===== src/hw/rtl/skt_pkg.sv =====
`default_nettype none

package skt_pkg;

    localparam int SKT_DEPTH_DEF = 16;
    localparam int KEY_W         = 32;
    localparam int ID_W          = 16;
    localparam int OCC_W         = 5;

    typedef enum logic [1:0] {
        FN_INSERT = 2'd0,
        FN_DELETE = 2'd1,
        FN_LOOKUP = 2'd2,
        FN_NOP    = 2'd3
    } t_func;

    typedef enum logic [1:0] {
        ST_OK   = 2'd0,
        ST_FULL = 2'd1,
        ST_MISS = 2'd2
    } t_status;

    typedef struct packed {
        logic signed [KEY_W-1:0] key;
        logic        [ID_W-1:0]  id;
    } t_entry;

    // comparator result: stored key vs. search key
    typedef struct packed {
        logic ge;
        logic eq;
    } t_cmp;

endpackage

`default_nettype wire


===== src/hw/rtl/skt_mem.sv =====
`default_nettype none

module skt_mem
    import skt_pkg::*;
#(
    parameter int DEPTH = SKT_DEPTH_DEF,
    parameter int AW    = (DEPTH > 1) ? $clog2(DEPTH) : 1
) (
    input  wire logic          i_clk,
    input  wire logic          i_we,
    input  wire logic [AW-1:0] i_waddr,
    input  wire t_entry        i_wdata,
    input  wire logic [AW-1:0] i_raddr,
    output t_entry             o_rdata
);

    t_entry r_mem [DEPTH];
    t_entry r_rdata;

    always_ff @(posedge i_clk) begin
        if (i_we) begin
            r_mem[i_waddr] <= i_wdata;
        end
        r_rdata <= r_mem[i_raddr];
    end

    assign o_rdata = r_rdata;

endmodule

`default_nettype wire


===== src/hw/rtl/skt_cmp.sv =====
`default_nettype none

module skt_cmp
    import skt_pkg::*;
(
    input  wire logic signed [KEY_W-1:0] i_a,
    input  wire logic signed [KEY_W-1:0] i_b,
    output t_cmp                         o_res
);

    assign o_res.ge = (i_a >= i_b);
    assign o_res.eq = (i_a == i_b);

endmodule

`default_nettype wire


===== src/hw/rtl/sorted_key_table_core.sv =====
`default_nettype none

// Channel   Dir  Fields (low bit first)
// s_axis    in   tdata: key[31:0], entry_id[47:32]; tuser: func[1:0]
// m_axis    out  tdata: found[0], status[2:1], occupancy[7:3]
//
// One transaction at a time; s_axis_tready is high only while the sequencer idles.
// Insert walks down from the top entry, shifting while key >= new key.
// Delete/lookup walk up from entry 0 through one memory read port.
// Full-table insert, empty-table insert/delete/lookup and func 3 skip the table walk.
// A result waiting on m_axis does not block the next input; reset is synchronous.

module sorted_key_table_core
    import skt_pkg::*;
#(
    parameter int DEPTH = SKT_DEPTH_DEF
) (
    input  wire logic        i_clk,
    input  wire logic        i_rst_n,
    input  wire logic        s_axis_tvalid,
    output logic             s_axis_tready,
    input  wire logic [47:0] s_axis_tdata,   // key, entry_id
    input  wire logic [1:0]  s_axis_tuser,   // func
    output logic             m_axis_tvalid,
    input  wire logic        m_axis_tready,
    output logic [7:0]       m_axis_tdata    // found, status, occupancy
);

    localparam int AW    = (DEPTH > 1) ? $clog2(DEPTH) : 1;
    localparam int CNTW  = ($clog2(DEPTH + 1) > OCC_W) ? $clog2(DEPTH + 1) : OCC_W;

    typedef enum logic [2:0] {
        S_IDLE,
        S_INS,
        S_INS0,
        S_DEL,
        S_LKP,
        S_RESP
    } t_state;

    t_state                  r_state,  n_state;
    logic signed [KEY_W-1:0] r_key,    n_key;
    logic [ID_W-1:0]         r_id,     n_id;
    logic [AW-1:0]           r_pidx,   n_pidx;
    logic                    r_hit,    n_hit;
    logic [CNTW-1:0]         r_count,  n_count;
    logic                    r_found,  n_found;
    t_status                 r_status, n_status;
    logic                    r_ovalid, n_ovalid;
    logic [7:0]              r_odata,  n_odata;

    logic            in_acc;
    logic            out_load;
    logic [CNTW-1:0] cnt_m1;
    logic            last;
    logic            hit_now;
    t_func           func;
    t_entry          new_ent;
    t_entry          rd_ent;
    t_cmp            cmp;
    logic            we;
    logic [AW-1:0]   waddr;
    logic [AW-1:0]   raddr;
    t_entry          wdata;

    assign s_axis_tready = (r_state == S_IDLE);
    assign in_acc        = s_axis_tvalid && s_axis_tready;
    assign func          = t_func'(s_axis_tuser);
    assign cnt_m1        = r_count - CNTW'(1);
    assign last          = (CNTW'(r_pidx) == cnt_m1);
    assign new_ent.key   = r_key;
    assign new_ent.id    = r_id;
    assign out_load      = (r_state == S_RESP) && (!r_ovalid || m_axis_tready);
    assign hit_now       = r_hit || cmp.eq;

    skt_mem #(
        .DEPTH (DEPTH),
        .AW    (AW)
    ) u_mem (
        .i_clk   (i_clk),
        .i_we    (we),
        .i_waddr (waddr),
        .i_wdata (wdata),
        .i_raddr (raddr),
        .o_rdata (rd_ent)
    );

    skt_cmp u_cmp (
        .i_a   (rd_ent.key),
        .i_b   (r_key),
        .o_res (cmp)
    );

    always_comb begin
        n_state  = r_state;
        n_key    = r_key;
        n_id     = r_id;
        n_pidx   = r_pidx;
        n_hit    = r_hit;
        n_count  = r_count;
        n_found  = r_found;
        n_status = r_status;
        n_odata  = r_odata;
        n_ovalid = r_ovalid && !m_axis_tready;
        we       = 1'b0;
        waddr    = r_pidx;
        wdata    = rd_ent;
        raddr    = '0;

        case (r_state)
            S_IDLE: begin
                n_key    = s_axis_tdata[KEY_W-1:0];
                n_id     = s_axis_tdata[KEY_W+ID_W-1:KEY_W];
                n_found  = 1'b0;
                n_status = ST_OK;
                n_hit    = 1'b0;
                n_pidx   = '0;
                if (func == FN_INSERT) begin
                    raddr = cnt_m1[AW-1:0];
                end
                if (in_acc) begin
                    case (func)
                        FN_INSERT: begin
                            if (r_count >= CNTW'(DEPTH)) begin
                                n_status = ST_FULL;
                                n_state  = S_RESP;
                            end else if (r_count == '0) begin
                                we          = 1'b1;
                                waddr       = '0;
                                wdata.key   = s_axis_tdata[KEY_W-1:0];
                                wdata.id    = s_axis_tdata[KEY_W+ID_W-1:KEY_W];
                                n_count     = CNTW'(1);
                                n_state     = S_RESP;
                            end else begin
                                n_pidx  = cnt_m1[AW-1:0];
                                n_state = S_INS;
                            end
                        end
                        FN_DELETE, FN_LOOKUP: begin
                            if (r_count == '0) begin
                                n_status = ST_MISS;
                                n_state  = S_RESP;
                            end else begin
                                n_state = (func == FN_DELETE) ? S_DEL : S_LKP;
                            end
                        end
                        default: begin
                            n_state = S_RESP;
                        end
                    endcase
                end
            end

            S_INS: begin
                raddr = r_pidx - AW'(1);
                we    = 1'b1;
                waddr = r_pidx + AW'(1);
                if (cmp.ge) begin
                    wdata = rd_ent;
                    if (r_pidx == '0) begin
                        n_state = S_INS0;
                    end else begin
                        n_pidx = r_pidx - AW'(1);
                    end
                end else begin
                    wdata   = new_ent;
                    n_count = r_count + CNTW'(1);
                    n_state = S_RESP;
                end
            end

            S_INS0: begin
                we      = 1'b1;
                waddr   = '0;
                wdata   = new_ent;
                n_count = r_count + CNTW'(1);
                n_state = S_RESP;
            end

            S_DEL: begin
                raddr = r_pidx + AW'(1);
                // past the match every entry moves down one place
                if (r_hit) begin
                    we    = 1'b1;
                    waddr = r_pidx - AW'(1);
                    wdata = rd_ent;
                end
                if (last) begin
                    if (hit_now) begin
                        n_count = cnt_m1;
                    end else begin
                        n_status = ST_MISS;
                    end
                    n_state = S_RESP;
                end else begin
                    n_pidx = r_pidx + AW'(1);
                    n_hit  = hit_now;
                end
            end

            S_LKP: begin
                raddr = r_pidx + AW'(1);
                if (cmp.eq) begin
                    n_found = 1'b1;
                    n_state = S_RESP;
                end else if (last) begin
                    n_status = ST_MISS;
                    n_state  = S_RESP;
                end else begin
                    n_pidx = r_pidx + AW'(1);
                end
            end

            S_RESP: begin
                if (out_load) begin
                    n_odata  = {r_count[OCC_W-1:0], r_status, r_found};
                    n_ovalid = 1'b1;
                    n_state  = S_IDLE;
                end
            end

            default: begin
                n_state = S_IDLE;
            end
        endcase
    end

    always_ff @(posedge i_clk) begin
        if (!i_rst_n) begin
            r_state  <= S_IDLE;
            r_count  <= '0;
            r_ovalid <= 1'b0;
        end else begin
            r_state  <= n_state;
            r_count  <= n_count;
            r_ovalid <= n_ovalid;
        end
        r_key    <= n_key;
        r_id     <= n_id;
        r_pidx   <= n_pidx;
        r_hit    <= n_hit;
        r_found  <= n_found;
        r_status <= n_status;
        r_odata  <= n_odata;
    end

    assign m_axis_tvalid = r_ovalid;
    assign m_axis_tdata  = r_odata;

    a_count_bound: assert property (@(posedge i_clk) disable iff (!i_rst_n)
        r_count <= CNTW'(DEPTH))
        else $error("entry count above table depth");

    a_full_only_when_full: assert property (@(posedge i_clk) disable iff (!i_rst_n)
        (out_load && (r_status == ST_FULL)) |-> (r_count == CNTW'(DEPTH)))
        else $error("full status reported on a table with room");

    a_lookup_keeps_count: assert property (@(posedge i_clk) disable iff (!i_rst_n)
        (r_state == S_LKP) |=> (r_count == $past(r_count)))
        else $error("lookup changed the entry count");

endmodule

`default_nettype wire


===== config.mk =====
export PLATFORM = sky130hd
export DESIGN_NAME = sorted_key_table_core
export DESIGN_NICKNAME = d
export VERILOG_FILES = /design/src/hw/rtl/skt_pkg.sv /design/src/hw/rtl/skt_mem.sv /design/src/hw/rtl/skt_cmp.sv /design/src/hw/rtl/sorted_key_table_core.sv
export SDC_FILE = /design/constraint.sdc
export NUM_CORES = 1
export LEC_CHECK = 0
export ABC_AREA = 1
export BUFFER_PORTS_ARGS = -buffer_cell sky130_fd_sc_hd__buf_4
export CORE_MARGIN = 1.5
export CORE_UTILIZATION = 40
export CTS_BUF_LIST = sky130_fd_sc_hd__clkbuf_4 sky130_fd_sc_hd__clkbuf_8
export DETAILED_ROUTE_END_ITERATION = 8
export HOLD_SLACK_MARGIN = 0.05
export REMOVE_ABC_BUFFERS = 1
export SLEW_MARGIN = 20
export SYNTH_ARGS = -nofsm -noshare
export SYNTH_HDL_FRONTEND = slang
export SYNTH_SLANG_ARGS = --single-unit

===== constraint.sdc =====
create_clock -name i_clk -period 4.2 [get_ports i_clk]
set_clock_uncertainty 0.2 [all_clocks]
set_input_delay 0.21 -clock i_clk [delete_from_list [all_inputs] [get_ports i_clk]]
set_output_delay 0.21 -clock i_clk [all_outputs]
set_load 0.005 [all_outputs]

Yosys cells after proc, flatten, opt, wreduce, memory -nomap -nowiden. Memories as Yosys holds them, arrays and structs flattened. A register that Yosys moved wholly into a read port is not among the register bits. Cells that the tools add are included.

Output and inout bits: 10. Register bits after elaboration: 73. Word-level logic and storage cells: 134. Memories: 1. Bits of input ports: 54. Bits in writable memories: 768.

Multiplexer cells: 66. Reduce and logical (&&, ||, !) cells: 26. Magnitude comparators: 2. $add $sub $neg: 4. Eq/ne operators: 25.

Memories: u_mem.r_mem (words 16, bits a word 48, read ports 1, clocked after memory_dff 1, write ports 1, line skt_mem.sv:17) `t_entry r_mem [DEPTH];`.

Operator list (number): $mux 48 (5); $pmux 48 s3 (1); $mux 4 (14); $mux 5 (7); $eq 32x32->1 (1); $ge 32x32->1 (1); $pmux 4 s4 (2); $mux 3 (10); $ne 2x2->1 const B (12); $pmux 5 s4 (1); $pmux 3 s6 (1); $mux 1 (12); $mux 2 (6); $pmux 4 s3 (1); $reduce_and 8->1 (1); $reduce_bool 4->1 (2); $eq 3x2->1 const B (2); $eq 3x3->1 const B (2); $ne 2x1->1 const B (3); $pmux 2 s3 (1); $pmux 3 s2 (1); $reduce_and 2->1 (3); $reduce_or 2->1 (3); $add 5x1->5 const B (1); 24 further kinds (30).

Depth between registers and ports, before layout.
Depth in word-level cells: 8. Gate-level depth with buffers: 20. Mapped depth without buffers: 20.

Cells and area by module. A second synthesis with hierarchy kept.

Cells, all modules: 3769. Area total of the unflattened synthesis: 39137.5 um^2.

Modules (own cells, without submodules): skt_mem (area each 33931.3 um^2, cells each 3165, seq. area each 24023.0 um^2, times used 1); sorted_key_table_core (area each 4297.9 um^2, cells each 454, seq. area each 2102.0 um^2, times used 1); skt_cmp (area each 908.4 um^2, cells each 150, seq. area each 0.0 um^2, times used 1).

Worst setup path before layout. Ideal clock, no wire load.

Path type: register -> register. From: register r_count[0]. To: memory u_mem.r_mem[5][16] (netlist name) (enable). Arrival time: 3965 ps. Buffers on the path: 0. Stages on the path, launching flop included: 14. Data required time: 3539 ps. Clock period less this slack: 4627 ps. Setup time: 461 ps. Slack: -427 ps. Cell sequence: dfxtp_1 -> inv_1 -> ha_1 -> nand2_1 -> nor2_1 -> inv_2 -> nor2_1 -> nand2_1 -> inv_2 -> nor3_1 -> inv_2 -> a21oi_2 -> inv_1 -> nor3_1.

Longest elaborated chain between the ends: 8. Elaborated cells between the ends (all ways): 14. Classes of those cells: order compare (1); mux (12); reduce/logical (1).

RTL lines: start: declaration (line sorted_key_table_core.sv:46) `logic [CNTW-1:0] r_count, n_count;`; start signal: assignment (line sorted_key_table_core.sv:235) `r_count <= n_count;`; parallel branches: the longest is 8 deep, another holds $ge 5x5->1; end: declaration (line skt_mem.sv:17).

Several ways; the timed one is not identified.

==> flow_metrics.env <==
export IMPL_clk_path_buf_depth=3
export IMPL_powerDensity_nw_per_um2=901
export IMPL_cp_start_kind="flop"
export IMPL_grt_max_degree=161
export IMPL_yosys_cell_types_count=42
export IMPL_clkSlewWorstSetupHoldPaths_ps=70
export IMPL_numCtsBuffers=98
export IMPL_grt_pass1_wl_microns=105000
export IMPL_drt_first_pass_iters=5
export IMPL_cts_tree="built"
export IMPL_antenna_found_initial=0
export IMPL_drive_gt1_frac=0.178
export IMPL_grt_overflow=0
export IMPL_fin_crit_ps=3750
export IMPL_rsz0062_at_grt="no"
export IMPL_final_nets=2328
export IMPL_r2r_end="u_mem.r_mem[5][30]"
export IMPL_syn_inst=2082
export IMPL_r2r_start="r_key[23]"
export IMPL_io_pins=64
export IMPL_rr_worst_depth=13
export IMPL_ys_warn_count=0
export IMPL_max_cap_viol_count=0
export IMPL_crit_type="flop to flop"
export IMPL_register_area_sq_um=17600
export IMPL_fill_cells=5634
export IMPL_synthFlopType="edfxtp_1"
export IMPL_layout_commonest_cell="edfxtp_1"
export IMPL_synthArstFlopShare=0
export IMPL_ys_seq_elements=601
export IMPL_synth_edf_count=560
export IMPL_netlist_area_sq_um=25500
export IMPL_cpPeakStageDelay_ps=750
export IMPL_grt_pass1_vias=17058
export IMPL_core_sq_um=63100
export IMPL_die_height_microns=256
export IMPL_multi_input_area_sq_um=7070
export IMPL_relSlewSlack=0.286
export IMPL_detail_route_wirelength_microns=69300
export IMPL_first_iter_violations=1827
export IMPL_path_common_cell="nand3_1"
export IMPL_via_count=17557
export IMPL_gp_congestion=0.845
export IMPL_min_from="s_axis_tdata[4]"
export IMPL_whs_endpoint="r_key[4]"
export IMPL_crit_fanout=16
export IMPL_postRouteAntennaNets=0
export IMPL_cts_repair_resized=0
export IMPL_holdCritPathClass="input pin to flop"
export IMPL_post_route_drc_count=0
export IMPL_design_area_sq_um=29800
export IMPL_clk_latency_ps=700
export IMPL_max_freq_mhz=267
export IMPL_finalSetupTns_ps=0
export IMPL_diodes=0
export IMPL_viasPerCell=5.55
export IMPL_avgSynthCellArea_sq_um=12.3
export IMPL_period_share=0.892
export IMPL_outcome="completed"
export IMPL_h_tree_depth=3
export IMPL_worst_r2r_setup_slack_ps=450
export IMPL_post_cts_setup_buffer_count=0
export IMPL_dp_hpwl_microns=38300
export IMPL_grt_usage=0.210
export IMPL_min_path_cells=2
export IMPL_die_w_microns=256
export IMPL_max_slew_worst_pin_slew_ps=1040
export IMPL_finalHoldWorstSlack_ps=92.1
export IMPL_hold_viol=0
export IMPL_hold_buffers=59
export IMPL_clock_sinks=601
export IMPL_cp_slowest_cell="nor2_1"
export IMPL_slew_viol_final=0
export IMPL_clockRootBuffer="clkbuf_8"
export IMPL_cp_data_required_time_ps=4340
export IMPL_start_util=0.404
export IMPL_placed_cell_area_sq_um=27200
export IMPL_ys_seq_area_frac=0.691
export IMPL_area_growth_syn_to_layout_pct=16.8
export IMPL_io_buffers=47
export IMPL_setup_violations=0
export IMPL_p_leak_nw=10.3
export IMPL_worstSetupEndpointType="flop"
export IMPL_worstPathArrival_ps=3890
export IMPL_finish_utilization=0.472
export IMPL_fp_row_count=92
export IMPL_finalPower_mw=26.8
export IMPL_ir_drop_v=0.000726
export IMPL_worstPathCellList="inv_1 > ha_1 > nand2_1 > nor2_1 > nand4_1 > nor2_1 > nand3_1 > nand3_1 > buf_4 > nand3_1 > nand3_1 > a21oi_1 > nor2_1"
export IMPL_dieArea_sq_um=65300
export IMPL_wl_per_cell_microns=21.9
export IMPL_layout_common_cells="edfxtp_1 (560), o21ai_0 (274), nand2_1 (200)"
## registers in the layout, indices dropped and copies added (netlist names)
name / cells
r_key: 32
r_status: 2
m_axis_tdata: 8
r_count: 5
r_found: 1
r_state: 3
m_axis_tvalid: 1
r_hit: 1
u_mem.r_mem: 512
r_pidx: 4
u_mem.o_rdata: 32
## how the worst max path moves through the flow
stage / slack (ps) / endpoint / start
finish: 450 / u_mem.r_mem[5][30] / r_key[23]
global route: 260 / u_mem.r_mem[7][29] / r_key[23]
CTS: 500 / u_mem.r_mem[13][42] / r_key[15]
detailed placement: 560 / u_mem.r_mem[14][42] / r_key[15]
global placement: 610 / u_mem.r_mem[15][42] / r_key[11]
floorplan: -2920 / u_mem.o_rdata[16] / r_state[2]
## logic make-up (layout without fill, tap and decap cells)
kind of cell	Yosys count	after routing	synth area share
compound gates	524	524	0.127
xor+xnor	10	10	0.00343
flops	601	601	0.691
buf+inv	226	459	0.0374
simple gates	680	680	0.121
fa+ha+maj	41	41	0.0201
## through the flow
stage          std cells  worst slack [ps]
4_1_cts             3161               504
3_5_place_dp        2920               557
3_3_place_gp        2920               607
5_1_grt             3161               260
6_report            3161               454
2_1_floorplan       1956             -2920
## worst max-delay path, delay by kind of cell (launching register included)
| kind | cells | cell delay [ps] |
|---|---|---|
| adder cells (fa/ha/maj) | 1 | 290 |
| AO/OA/AOI/OAI | 1 | 40 |
| buffers and inverters | 2 | 310 |
| AND/OR/NAND/NOR | 9 | 2200 |
| flip-flops | 1 | 350 |
## power by group
part	internal (mW)	switching (mW)	total, mW	leakage, nW
clock network	2.83	2.33	5.16	1.08
registers	9.45	0.412	9.87	5.45
logic	3.48	8.33	11.8	3.82
total	15.8	11.1	26.8	10.3
## cell type report
class,instances,area share
repair buffers,177,0.0550
clock buffers,139,0.0575
multi-input cells,1255,0.237
flip-flops and latches,601,0.592
well taps,846,0.0355
clock inverters,43,0.00974
inverters,100,0.0128
## synthesized netlist by cell type, drive strengths merged (15+ instances only)
master,number,area share
edfxtp,560,0.66
o21ai,312,0.061
nor2,207,0.031
nand2,201,0.030
o221ai,128,0.044
or2,128,0.031
nand3,122,0.024
inv,100,0.015
clkbuf,73,0.011
buf,53,0.012
dfxtp,41,0.032
ha,41,0.020
a21oi,34,0.0070
o21bai,15,0.0044
## routing by layer
layer / GRT usage / vias up / wire, microns / part of all wire
li1: - / 7985 / - / -
met1: 0.299 / 8794 / 30800 / 0.44
met2: 0.331 / 664 / 32200 / 0.46
met3: 0.0306 / 114 / 4790 / 0.069
met4: 0.0699 / 0 / 1580 / 0.023
met5: 0 / - / 0 / 0
No activity file was read; power rests on OpenSTA's default activity.
